File: config.mk
export PLATFORM = sky130hd
export DESIGN_NAME = marker_pattern_pixel_generator
export DESIGN_NICKNAME = d
export VERILOG_FILES = /design/src/hw/rtl/mppg_pkg.sv /design/src/hw/rtl/mppg_cell.sv /design/src/hw/rtl/mppg_base.sv /design/src/hw/rtl/marker_pattern_pixel_generator.sv
export SDC_FILE = /design/constraint.sdc
export NUM_CORES = 1
export LEC_CHECK = 0
export BUFFER_PORTS_ARGS = -buffer_cell sky130_fd_sc_hd__buf_2
export CAP_MARGIN = 25
export CORE_ASPECT_RATIO = 0.8
export CORE_MARGIN = 3
export CORE_UTILIZATION = 25
export CTS_BUF_LIST = sky130_fd_sc_hd__clkbuf_2 sky130_fd_sc_hd__clkbuf_4 sky130_fd_sc_hd__clkbuf_8
export CTS_CLUSTER_SIZE = 12
export DETAILED_ROUTE_END_ITERATION = 10
export SKIP_LAST_GASP = 1
export SYNTH_ARGS = -nofsm -noshare
export SYNTH_HDL_FRONTEND = slang
export SYNTH_SLANG_ARGS = --single-unit
File: constraint.sdc
create_clock -name clk -period 28.8 [get_ports clk]
set_input_delay 5.76 -clock clk [delete_from_list [all_inputs] [get_ports clk]]
set_output_delay 5.76 -clock clk [all_outputs]
set_load 0.02 [all_outputs]
File: src/hw/rtl/mppg_pkg.sv
// Shared types and constants for the marker pattern pixel generator.
package mppg_pkg;

    localparam int unsigned X_W       = 15;
    localparam int unsigned PAGE_W    = 9;
    localparam int unsigned TILE_IDX_W = 6;
    localparam int unsigned ACROSS_W  = 7;
    localparam int unsigned TILE_BASE = 160;

    // x / 5 == (x * RECIP5) >> RECIP5_SH for every 15-bit x
    localparam logic [15:0] RECIP5    = 16'd52429;
    localparam int unsigned RECIP5_SH = 18;
    // p / 5 == (p * RECIP_SMALL) >> 10 and p / 10 == (p * RECIP_SMALL) >> 11 for p < 256
    localparam logic [7:0]  RECIP_SMALL = 8'd205;

    localparam logic [8:0] ID_MASK_ODD  = 9'd170;
    localparam logic [8:0] ID_MASK_EVEN = 9'd340;
    localparam logic [3:0] ROW_MUL      = 4'd13;
    localparam logic [2:0] COL_MUL      = 3'd7;
    localparam logic [2:0] CENTER       = 3'd2;
    localparam logic [2:0] EDGE_COL     = 3'd4;

    typedef enum logic
    {
        REG_BASE_PAGE    = 1'b0,
        REG_TILES_ACROSS = 1'b1
    } reg_idx_t;

    typedef struct packed
    {
        logic              vld;
        logic              oor;
        logic              flip;
        logic [X_W-1:0]    x;
        logic [X_W-1:0]    y;
        logic [PAGE_W-1:0] page;
    } item_t;

endpackage

File: src/hw/rtl/mppg_cell.sv
// One downscale cell: divide the coordinates by five and track the center flip.
module mppg_cell
(
    input  logic           clk,
    input  logic           rst_n,
    input  mppg_pkg::item_t in_item,
    output mppg_pkg::item_t out_item
);

    logic [30:0]                  prod_x;
    logic [30:0]                  prod_y;
    logic [mppg_pkg::X_W-1:0]     qx;
    logic [mppg_pkg::X_W-1:0]     qy;
    logic [2:0]                   rx;
    logic [2:0]                   ry;
    mppg_pkg::item_t              item_next;
    mppg_pkg::item_t              item_reg;

    always_comb
    begin
        prod_x = 31'(in_item.x) * 31'(mppg_pkg::RECIP5);
        prod_y = 31'(in_item.y) * 31'(mppg_pkg::RECIP5);
        qx = 15'(prod_x[30:mppg_pkg::RECIP5_SH]);
        qy = 15'(prod_y[30:mppg_pkg::RECIP5_SH]);
        rx = 3'(in_item.x - ((qx << 2) + qx));
        ry = 3'(in_item.y - ((qy << 2) + qy));
        item_next = in_item;
        item_next.x = qx;
        item_next.y = qy;
        item_next.flip = in_item.flip ^ ((rx == mppg_pkg::CENTER) && (ry == mppg_pkg::CENTER));
    end

    always_ff @(posedge clk or negedge rst_n)
    begin
        if (!rst_n)
        begin
            item_reg <= '0;
        end
        else
        begin
            item_reg <= item_next;
        end
    end

    assign out_item = item_reg;

endmodule

File: src/hw/rtl/mppg_base.sv
// Base image stage: marker cell lookup and final pixel register.
module mppg_base
(
    input  logic            clk,
    input  logic            rst_n,
    input  mppg_pkg::item_t in_item,
    output logic            done,
    output logic            white
);

    logic [7:0]  px;
    logic [7:0]  py;
    logic [15:0] prod_px;
    logic [15:0] prod_py;
    logic [4:0]  col;
    logic [3:0]  row;
    logic [2:0]  cx;
    logic [3:0]  rr;
    logic [2:0]  cy;
    logic        half;
    logic        odd;
    logic [8:0]  id;
    logic [4:0]  r;
    logic [8:0]  mix;
    logic [8:0]  code;
    logic        inv;
    logic [3:0]  bit_idx;
    logic        v;
    logic        white_next;
    logic        done_reg;
    logic        white_reg;

    always_comb
    begin
        px = in_item.x[7:0];
        py = in_item.y[7:0];
        prod_px = 16'(px) * 16'(mppg_pkg::RECIP_SMALL);
        prod_py = 16'(py) * 16'(mppg_pkg::RECIP_SMALL);
        col = prod_px[14:10];
        row = prod_py[14:11];
        cx = 3'(px - ((8'(col) << 2) + 8'(col)));
        rr = 4'(py - ((8'(row) << 3) + (8'(row) << 1)));
        half = (rr >= 4'd5);
        cy = half ? 3'(rr - 4'd5) : rr[2:0];
        odd = col[0];
        id = {row, col};
        r = {row, ~odd};
        mix = 9'(9'(r) * 9'(mppg_pkg::ROW_MUL)) + 9'(9'(col) * 9'(mppg_pkg::COL_MUL));
        if (half == odd)
        begin
            code = odd ? (id ^ mppg_pkg::ID_MASK_ODD) : (id ^ mppg_pkg::ID_MASK_EVEN);
            inv = 1'b0;
        end
        else
        begin
            code = in_item.page ^ mix;
            inv = 1'b1;
        end
        bit_idx = 4'((4'(cy) - 4'd1) * 4'd3 + (4'(cx) - 4'd1));
        if (cy inside {[3'd1:3'd3]} && cx inside {[3'd1:3'd3]})
        begin
            v = code[bit_idx];
        end
        else if (cy == mppg_pkg::CENTER && cx == mppg_pkg::EDGE_COL)
        begin
            v = 1'b1;
        end
        else
        begin
            v = 1'b0;
        end
        white_next = in_item.oor ? 1'b1 : (v ^ inv ^ in_item.flip);
    end

    always_ff @(posedge clk or negedge rst_n)
    begin
        if (!rst_n)
        begin
            done_reg <= 1'b0;
        end
        else
        begin
            done_reg <= in_item.vld;
        end
    end

    always_ff @(posedge clk)
    begin
        white_reg <= white_next;
    end

    assign done  = done_reg;
    assign white = white_reg;

endmodule

File: src/hw/rtl/marker_pattern_pixel_generator.sv
// Top level: config registers, entry stage, downscale cell chain and base stage.
// Path: start is registered in the entry stage, in each downscale cell and in the done register of the base stage.
// Throughput: one item per cycle; busy stays low, each downscale cell is one stage.
// Reset: rst_n clears all stage valid bits and sets base_page = 0, tiles_across = 1.
// The receiver cannot stall; each result shows on done/white for one cycle.
module marker_pattern_pixel_generator
#(
    parameter int LEVELS = 3
)
(
    input  logic        clk,
    input  logic        rst_n,
    input  logic        start,
    output logic        busy,
    input  logic [5:0]  tile_col,
    input  logic [5:0]  tile_row,
    input  logic [14:0] pixel_x,
    input  logic [14:0] pixel_y,
    output logic        done,
    output logic        white,
    input  logic        psel,
    input  logic        penable,
    input  logic        pwrite,
    input  logic [2:0]  paddr,
    input  logic [31:0] pwdata,
    output logic [31:0] prdata,
    output logic        pready
);

    localparam longint unsigned EDGE = 64'(mppg_pkg::TILE_BASE) * (64'd5 ** LEVELS);

    logic [8:0]      base_page_reg;
    logic [6:0]      tiles_across_reg;
    logic            cfg_wr;
    logic [12:0]     row_off;
    mppg_pkg::item_t entry_next;
    mppg_pkg::item_t entry_reg;
    mppg_pkg::item_t stage [0:LEVELS];

    assign busy   = 1'b0;
    assign pready = 1'b1;
    assign cfg_wr = psel && penable && pwrite && pready;

    always_ff @(posedge clk or negedge rst_n)
    begin
        if (!rst_n)
        begin
            base_page_reg    <= '0;
            tiles_across_reg <= 7'd1;
        end
        else if (cfg_wr)
        begin
            case (mppg_pkg::reg_idx_t'(paddr[2]))
                mppg_pkg::REG_BASE_PAGE:    base_page_reg    <= pwdata[8:0];
                mppg_pkg::REG_TILES_ACROSS: tiles_across_reg <= pwdata[6:0];
                default:                    ;
            endcase
        end
    end

    always_comb
    begin
        case (mppg_pkg::reg_idx_t'(paddr[2]))
            mppg_pkg::REG_BASE_PAGE:    prdata = 32'(base_page_reg);
            mppg_pkg::REG_TILES_ACROSS: prdata = 32'(tiles_across_reg);
            default:                    prdata = '0;
        endcase
    end

    always_comb
    begin
        row_off = 13'(tile_row) * 13'(tiles_across_reg);
        entry_next.vld  = start && !busy;
        entry_next.oor  = (64'(pixel_x) >= EDGE) || (64'(pixel_y) >= EDGE);
        entry_next.flip = 1'b0;
        entry_next.x    = pixel_x;
        entry_next.y    = pixel_y;
        entry_next.page = base_page_reg + row_off[8:0] + 9'(tile_col);
    end

    always_ff @(posedge clk or negedge rst_n)
    begin
        if (!rst_n)
        begin
            entry_reg <= '0;
        end
        else
        begin
            entry_reg <= entry_next;
        end
    end

    assign stage[0] = entry_reg;

    for (genvar g = 0; g < LEVELS; g++)
    begin : g_cell
        mppg_cell u_cell
        (
            .clk      (clk),
            .rst_n    (rst_n),
            .in_item  (stage[g]),
            .out_item (stage[g+1])
        );
    end

    mppg_base u_base
    (
        .clk     (clk),
        .rst_n   (rst_n),
        .in_item (stage[LEVELS]),
        .done    (done),
        .white   (white)
    );

endmodule

### Word-level counts from Yosys, hierarchy flattened

Cells that the tools add are included.

* input port bits: 83
* register bits: 159

* equal/unequal tests: 9
* muxes and demuxes: 9
* multipliers: 12
* bitwise operators: 9
* order comparisons: 8
* reduce and logical (&&, ||, !) cells: 12
* $add $sub $neg: 23

Operators by type and width (count)
* $pmux 32 s2: 1
* $mul 15x16->31 const B: 2
* $mul 13x16->29 const B: 2
* $mul 11x16->26 const B: 2
* $ge 15x15->1 const B: 2
* $mul 8x8->15 const B: 2
* $add 3x3->3: 7
* $eq 3x2->1 const B: 7
* $sub 3x3->3: 7
* $mux 9: 2
* $add 9x6->9: 1
* $add 9x8->9: 1
* $add 9x9->9: 1
* $logic_and 1x1->1: 9
* $mul 5x4->9 const B: 1
* $mul 6x7->9: 1
* $xor 9x9->9: 1
* $add 4x4->4: 2
* $mul 5x3->8 const B: 1
* $not 4->4: 2
* $sub 3x1->4 const B: 2
* $ge 3x1->1 const B: 2
* $le 3x2->1 const B: 2
* $lt 4x5->1 const B: 1
* 13 further kinds: 21

### Logic depth before layout (Yosys ltp)

* word-level depth: 13
* depth in mapped cells: 40
* mapped depth without buffers: 39

### Cells and area by module

From an unflattened synthesis, not the netlist that was laid out.

* cells, all modules: 3078
* area, all modules: 32092.0 um2

Modules (own cells, without submodules)
* mppg_cell at g_cell[0].u_cell: area an instance 8293.0 um2, cells an instance 779, sequential area each 950.9 um2, instances 1
* mppg_cell at g_cell[1].u_cell: area an instance 8169.1 um2, cells an instance 763, sequential area each 950.9 um2, instances 1
* mppg_cell at g_cell[2].u_cell: area an instance 8092.8 um2, cells an instance 754, sequential area each 950.9 um2, instances 1
* mppg_base: area an instance 4222.8 um2, cells an instance 497, sequential area each 45.0 um2, instances 1
* marker_pattern_pixel_generator: area an instance 3314.4 um2, cells an instance 285, sequential area each 1427.6 um2, instances 1

### Least setup slack after synthesis

OpenSTA, ideal clock, no wires.

* path type: input port to output port
* start: in paddr[2]
* end: out prdata[3]
* stages: 2
* data arrival time: 6.440 ns
* slack: 16.600 ns
* required time: 23.040 ns
* path through: clkbuf_1 -> o21ai_0

* longest elaborated chain between the ends: 2

Ends and longest elaborated chain
* from (decl): line marker_pattern_pixel_generator.sv:24 `input logic [2:0] paddr,`
* $not 1->1: line marker_pattern_pixel_generator.sv:63 `case (mppg_pkg::reg_idx_t'(paddr[2]))`
* $pmux 32 s2 (*): line marker_pattern_pixel_generator.sv:63
* to (decl): line marker_pattern_pixel_generator.sv:26 `output logic [31:0] prdata,`

Mark *: on every way between the ends. The rest lies on a longest branch, timed or not. The select of a mux whose other input is x is not followed.

### Final worst setup path

* start: in paddr[2]
* end: out prdata[6]

The elaborated chain is that of the path after synthesis.

==> results.cfg <==
[setup_path]
crit_path_end_kind = output pin
cp-startpoint = paddr[2]
cp_cell_sequence = buf_2 -> mux2_2 -> buf_2
critPathMaxStageDelay_ns = 0.52
cp.arrival_ns = 6.79
r2r_start = g_cell[2].u_cell.out_item[15]
path_max_fanout = 14
r2r_slack_ns = 18.29
endpoint = prdata[6]
cpMostUsedCell = buf_2
worstPathRequired_ns = 23.04
r2r-end = u_base.white
reg2reg_depth = 36
path_class = input pin to output pin
critPathLaunchType = input pin
cp_slowest_cell = mux2_2

[routing]
wl_met3_um = 2502
routed_wirelength_um = 52860
highest_layer = met5
drtIter0Drc = 628
met1_length_um = 27150
avgRoutedWirePerCell_um = 12.95
num_vias = 16860
wl_met2_um = 22750
viasPerCell = 4.129
drc = 0
drtAntennaViolNets = 0
first_pass_iters = 5

[clock_tree]
hold_buffers = 0
postCtsSetupBuffers = 0
cts-resized-gates = 0
numCtsBuffers = 17
cts_max_level = 4
clock-sinks = 159
clk_transition_reported_paths_ns = 0.10
cts_tree = built
clock_latency_ns = 0.54
clockBufferDepth = 2
ctsRootBufferMaster = clkbuf_8

[global_route]
grt_max_degree = 59
grt_usage_pct = 9.997
grt-ovfl-total = 0
grt_pass1_vias = 18040
grt_pass1_wl_um = 90980
grt_antenna_before_repair = 7

[final_layout]
fin_nets = 3762
largest_reg_flops = 100
layout-drive-gt1-share_pct = 6.476
syn_to_final_growth_pct = 8.904

[timing]
tightest_slew_ns = 0.8444
finalSetupViolCount = 0
fmax_ghz = 0.07968
fin_skew_ns = 0.01648
slew_headroom_pct = 42.25
rsz0062_at_grt = false
final_hold_viol_count = 0
min_period_ns = 12.55
fin_crit_sh_pct = 43.58
setup_tns_ns = 0
final_max_slew_viol_count = 0

[synthesis]
synthArstFlopShare_pct = 99.37
yosysUniqueCellTypes = 85
syn_area_per_cell_um2 = 10.56
synth_ff_type = dfrtp_1
ys_seq_elements = 159
synth_cells = 2561
synth_area_um2 = 27050
synth_warnings = 0
seq_area_frac_synth_pct = 14.69
synth_edf_count = 0

[floorplan]
die_h_um = 300.2
core_um2 = 107000
num_rows = 107
die_x_um = 373.8
dieArea_um2 = 112200
io_pins = 119
initial_core_util_pct = 25.29

[placement]
port-buffer-count = 68
hpwlAfterDp_um = 46970
gp_congestion = 0.8528

[flow_run]
cap_violations = 0

[hold_path]
hold_path_class = register to register

[outcome]
outcome = finished clean
area by class of cell:
cell class / count / area (um2)
timing repair buffer: 71 / 371.6
fill: 11190 / 77510
multi-input combinational: 1754 / 20540
tap: 1417 / 1773
sequential: 159 / 3975
clock inverter: 14 / 132.6
inverter: 641 / 2406
antenna: 10 / 25.02
clock buffer: 17 / 234.0
worst max-delay path: cells and delay by family:
family   cells  cell delay (ns)
buf+inv      2             0.49
mux          1             0.52
logic make-up (layout without fill, tap and decap cells):
| group | count (synthesis) | after routing | synth area share (%) |
|---|---|---|---|
| compound gates | 228 | 228 | 6.073 |
| xor+xnor | 158 | 158 | 5.407 |
| fa+ha+maj | 1035 | 1035 | 57.75 |
| buf+inv | 671 | 743 | 9.685 |
| flops | 159 | 159 | 14.69 |
| mux | 25 | 25 | 1.027 |
| other cells | 2 | 35 | 0.02776 |
| simple gates | 283 | 283 | 5.337 |
per-stage QoR:
step	setup WS (ns)	cell area, um2	hold WS [ns]	util [%]	std cells
3_3_place_gp	16.28	29070	0.3346	27.18	4042
3_5_place_dp	16.25	29070	0.3347	27.18	4042
6_report	16.25	29460	0.3511	27.54	4083
5_1_grt	16.23	29440	0.3605	27.52	4073
4_1_cts	16.25	29440	0.3549	27.52	4073
2_1_floorplan	16.60	27140	0.3312	-	2584
worst min-delay path by stage:
stage | cells past startpoint | to | slack [ns] | startpoint
floorplan | 0 | g_cell[0].u_cell.out_item[0] | 0.33 | entry_reg[0]
global placement | 0 | g_cell[0].u_cell.out_item[8] | 0.33 | entry_reg[8]
detailed placement | 0 | g_cell[0].u_cell.out_item[7] | 0.33 | entry_reg[7]
CTS | 0 | g_cell[1].u_cell.out_item[2] | 0.35 | g_cell[0].u_cell.out_item[2]
global route | 0 | g_cell[1].u_cell.out_item[2] | 0.36 | g_cell[0].u_cell.out_item[2]
finish | 0 | g_cell[1].u_cell.out_item[2] | 0.35 | g_cell[0].u_cell.out_item[2]
placed cells by master (no fill, tap or decap), types with 11 or more instances in the layout:
cell type	synthesis	final
o21ai_0	35	35
mux2_2	21	21
dfrtp_1	157	157
inv_1	640	640
o21a_1	13	13
xnor2_1	100	100
ha_1	679	679
and2_1	30	30
nor3_1	31	31
conb_1	2	25
nand3_1	21	21
a211oi_1	16	16
a21o_1	32	32
clkbuf_8	0	18
buf_2	0	67
nor2_1	70	70
nand2_1	51	51
xor2_1	52	52
fa_1	356	356
or2_2	19	19
a21oi_1	47	47
nand4_1	11	11
per-layer routing:
layer	vias up	GRT usage (%)
li1	8390	-
met1	8246	14.48
met2	179	15.47
met3	39	2.229
met4	4	1.486
met5	-	0
synthesized netlist by cell type, types with 4 or more instances:
| cell | n | share of area, % |
|---|---|---|
| a2111oi_0 | 4 | 0.13 |
| a211oi_1 | 16 | 0.44 |
| a21o_1 | 32 | 0.89 |
| a21oi_1 | 47 | 0.87 |
| a31oi_1 | 8 | 0.19 |
| and2_1 | 30 | 0.69 |
| and3_1 | 8 | 0.19 |
| buf_4 | 25 | 0.69 |
| dfrtp_1 | 157 | 15 |
| fa_1 | 356 | 26 |
| ha_1 | 679 | 31 |
| inv_1 | 640 | 8.9 |
| mux2_2 | 21 | 0.87 |
| nand2_1 | 51 | 0.71 |
| nand2b_1 | 6 | 0.14 |
| nand3_1 | 21 | 0.39 |
| nand4_1 | 11 | 0.25 |
| nor2_1 | 70 | 0.97 |
| nor2b_1 | 10 | 0.23 |
| nor3_1 | 31 | 0.57 |
| nor4_1 | 5 | 0.12 |
| o2111ai_1 | 6 | 0.19 |
| o211ai_1 | 6 | 0.17 |
| o21a_1 | 13 | 0.36 |
| o21ai_0 | 35 | 0.65 |
| o21bai_1 | 9 | 0.25 |
| o31ai_1 | 4 | 0.11 |
| or2_2 | 19 | 0.44 |
| or4_1 | 4 | 0.11 |
| xnor2_1 | 100 | 3.2 |
| xor2_1 | 52 | 1.7 |
Power is not shown: default switching activity piles up to over one toggle a cycle in this logic, so the estimate is an artifact.
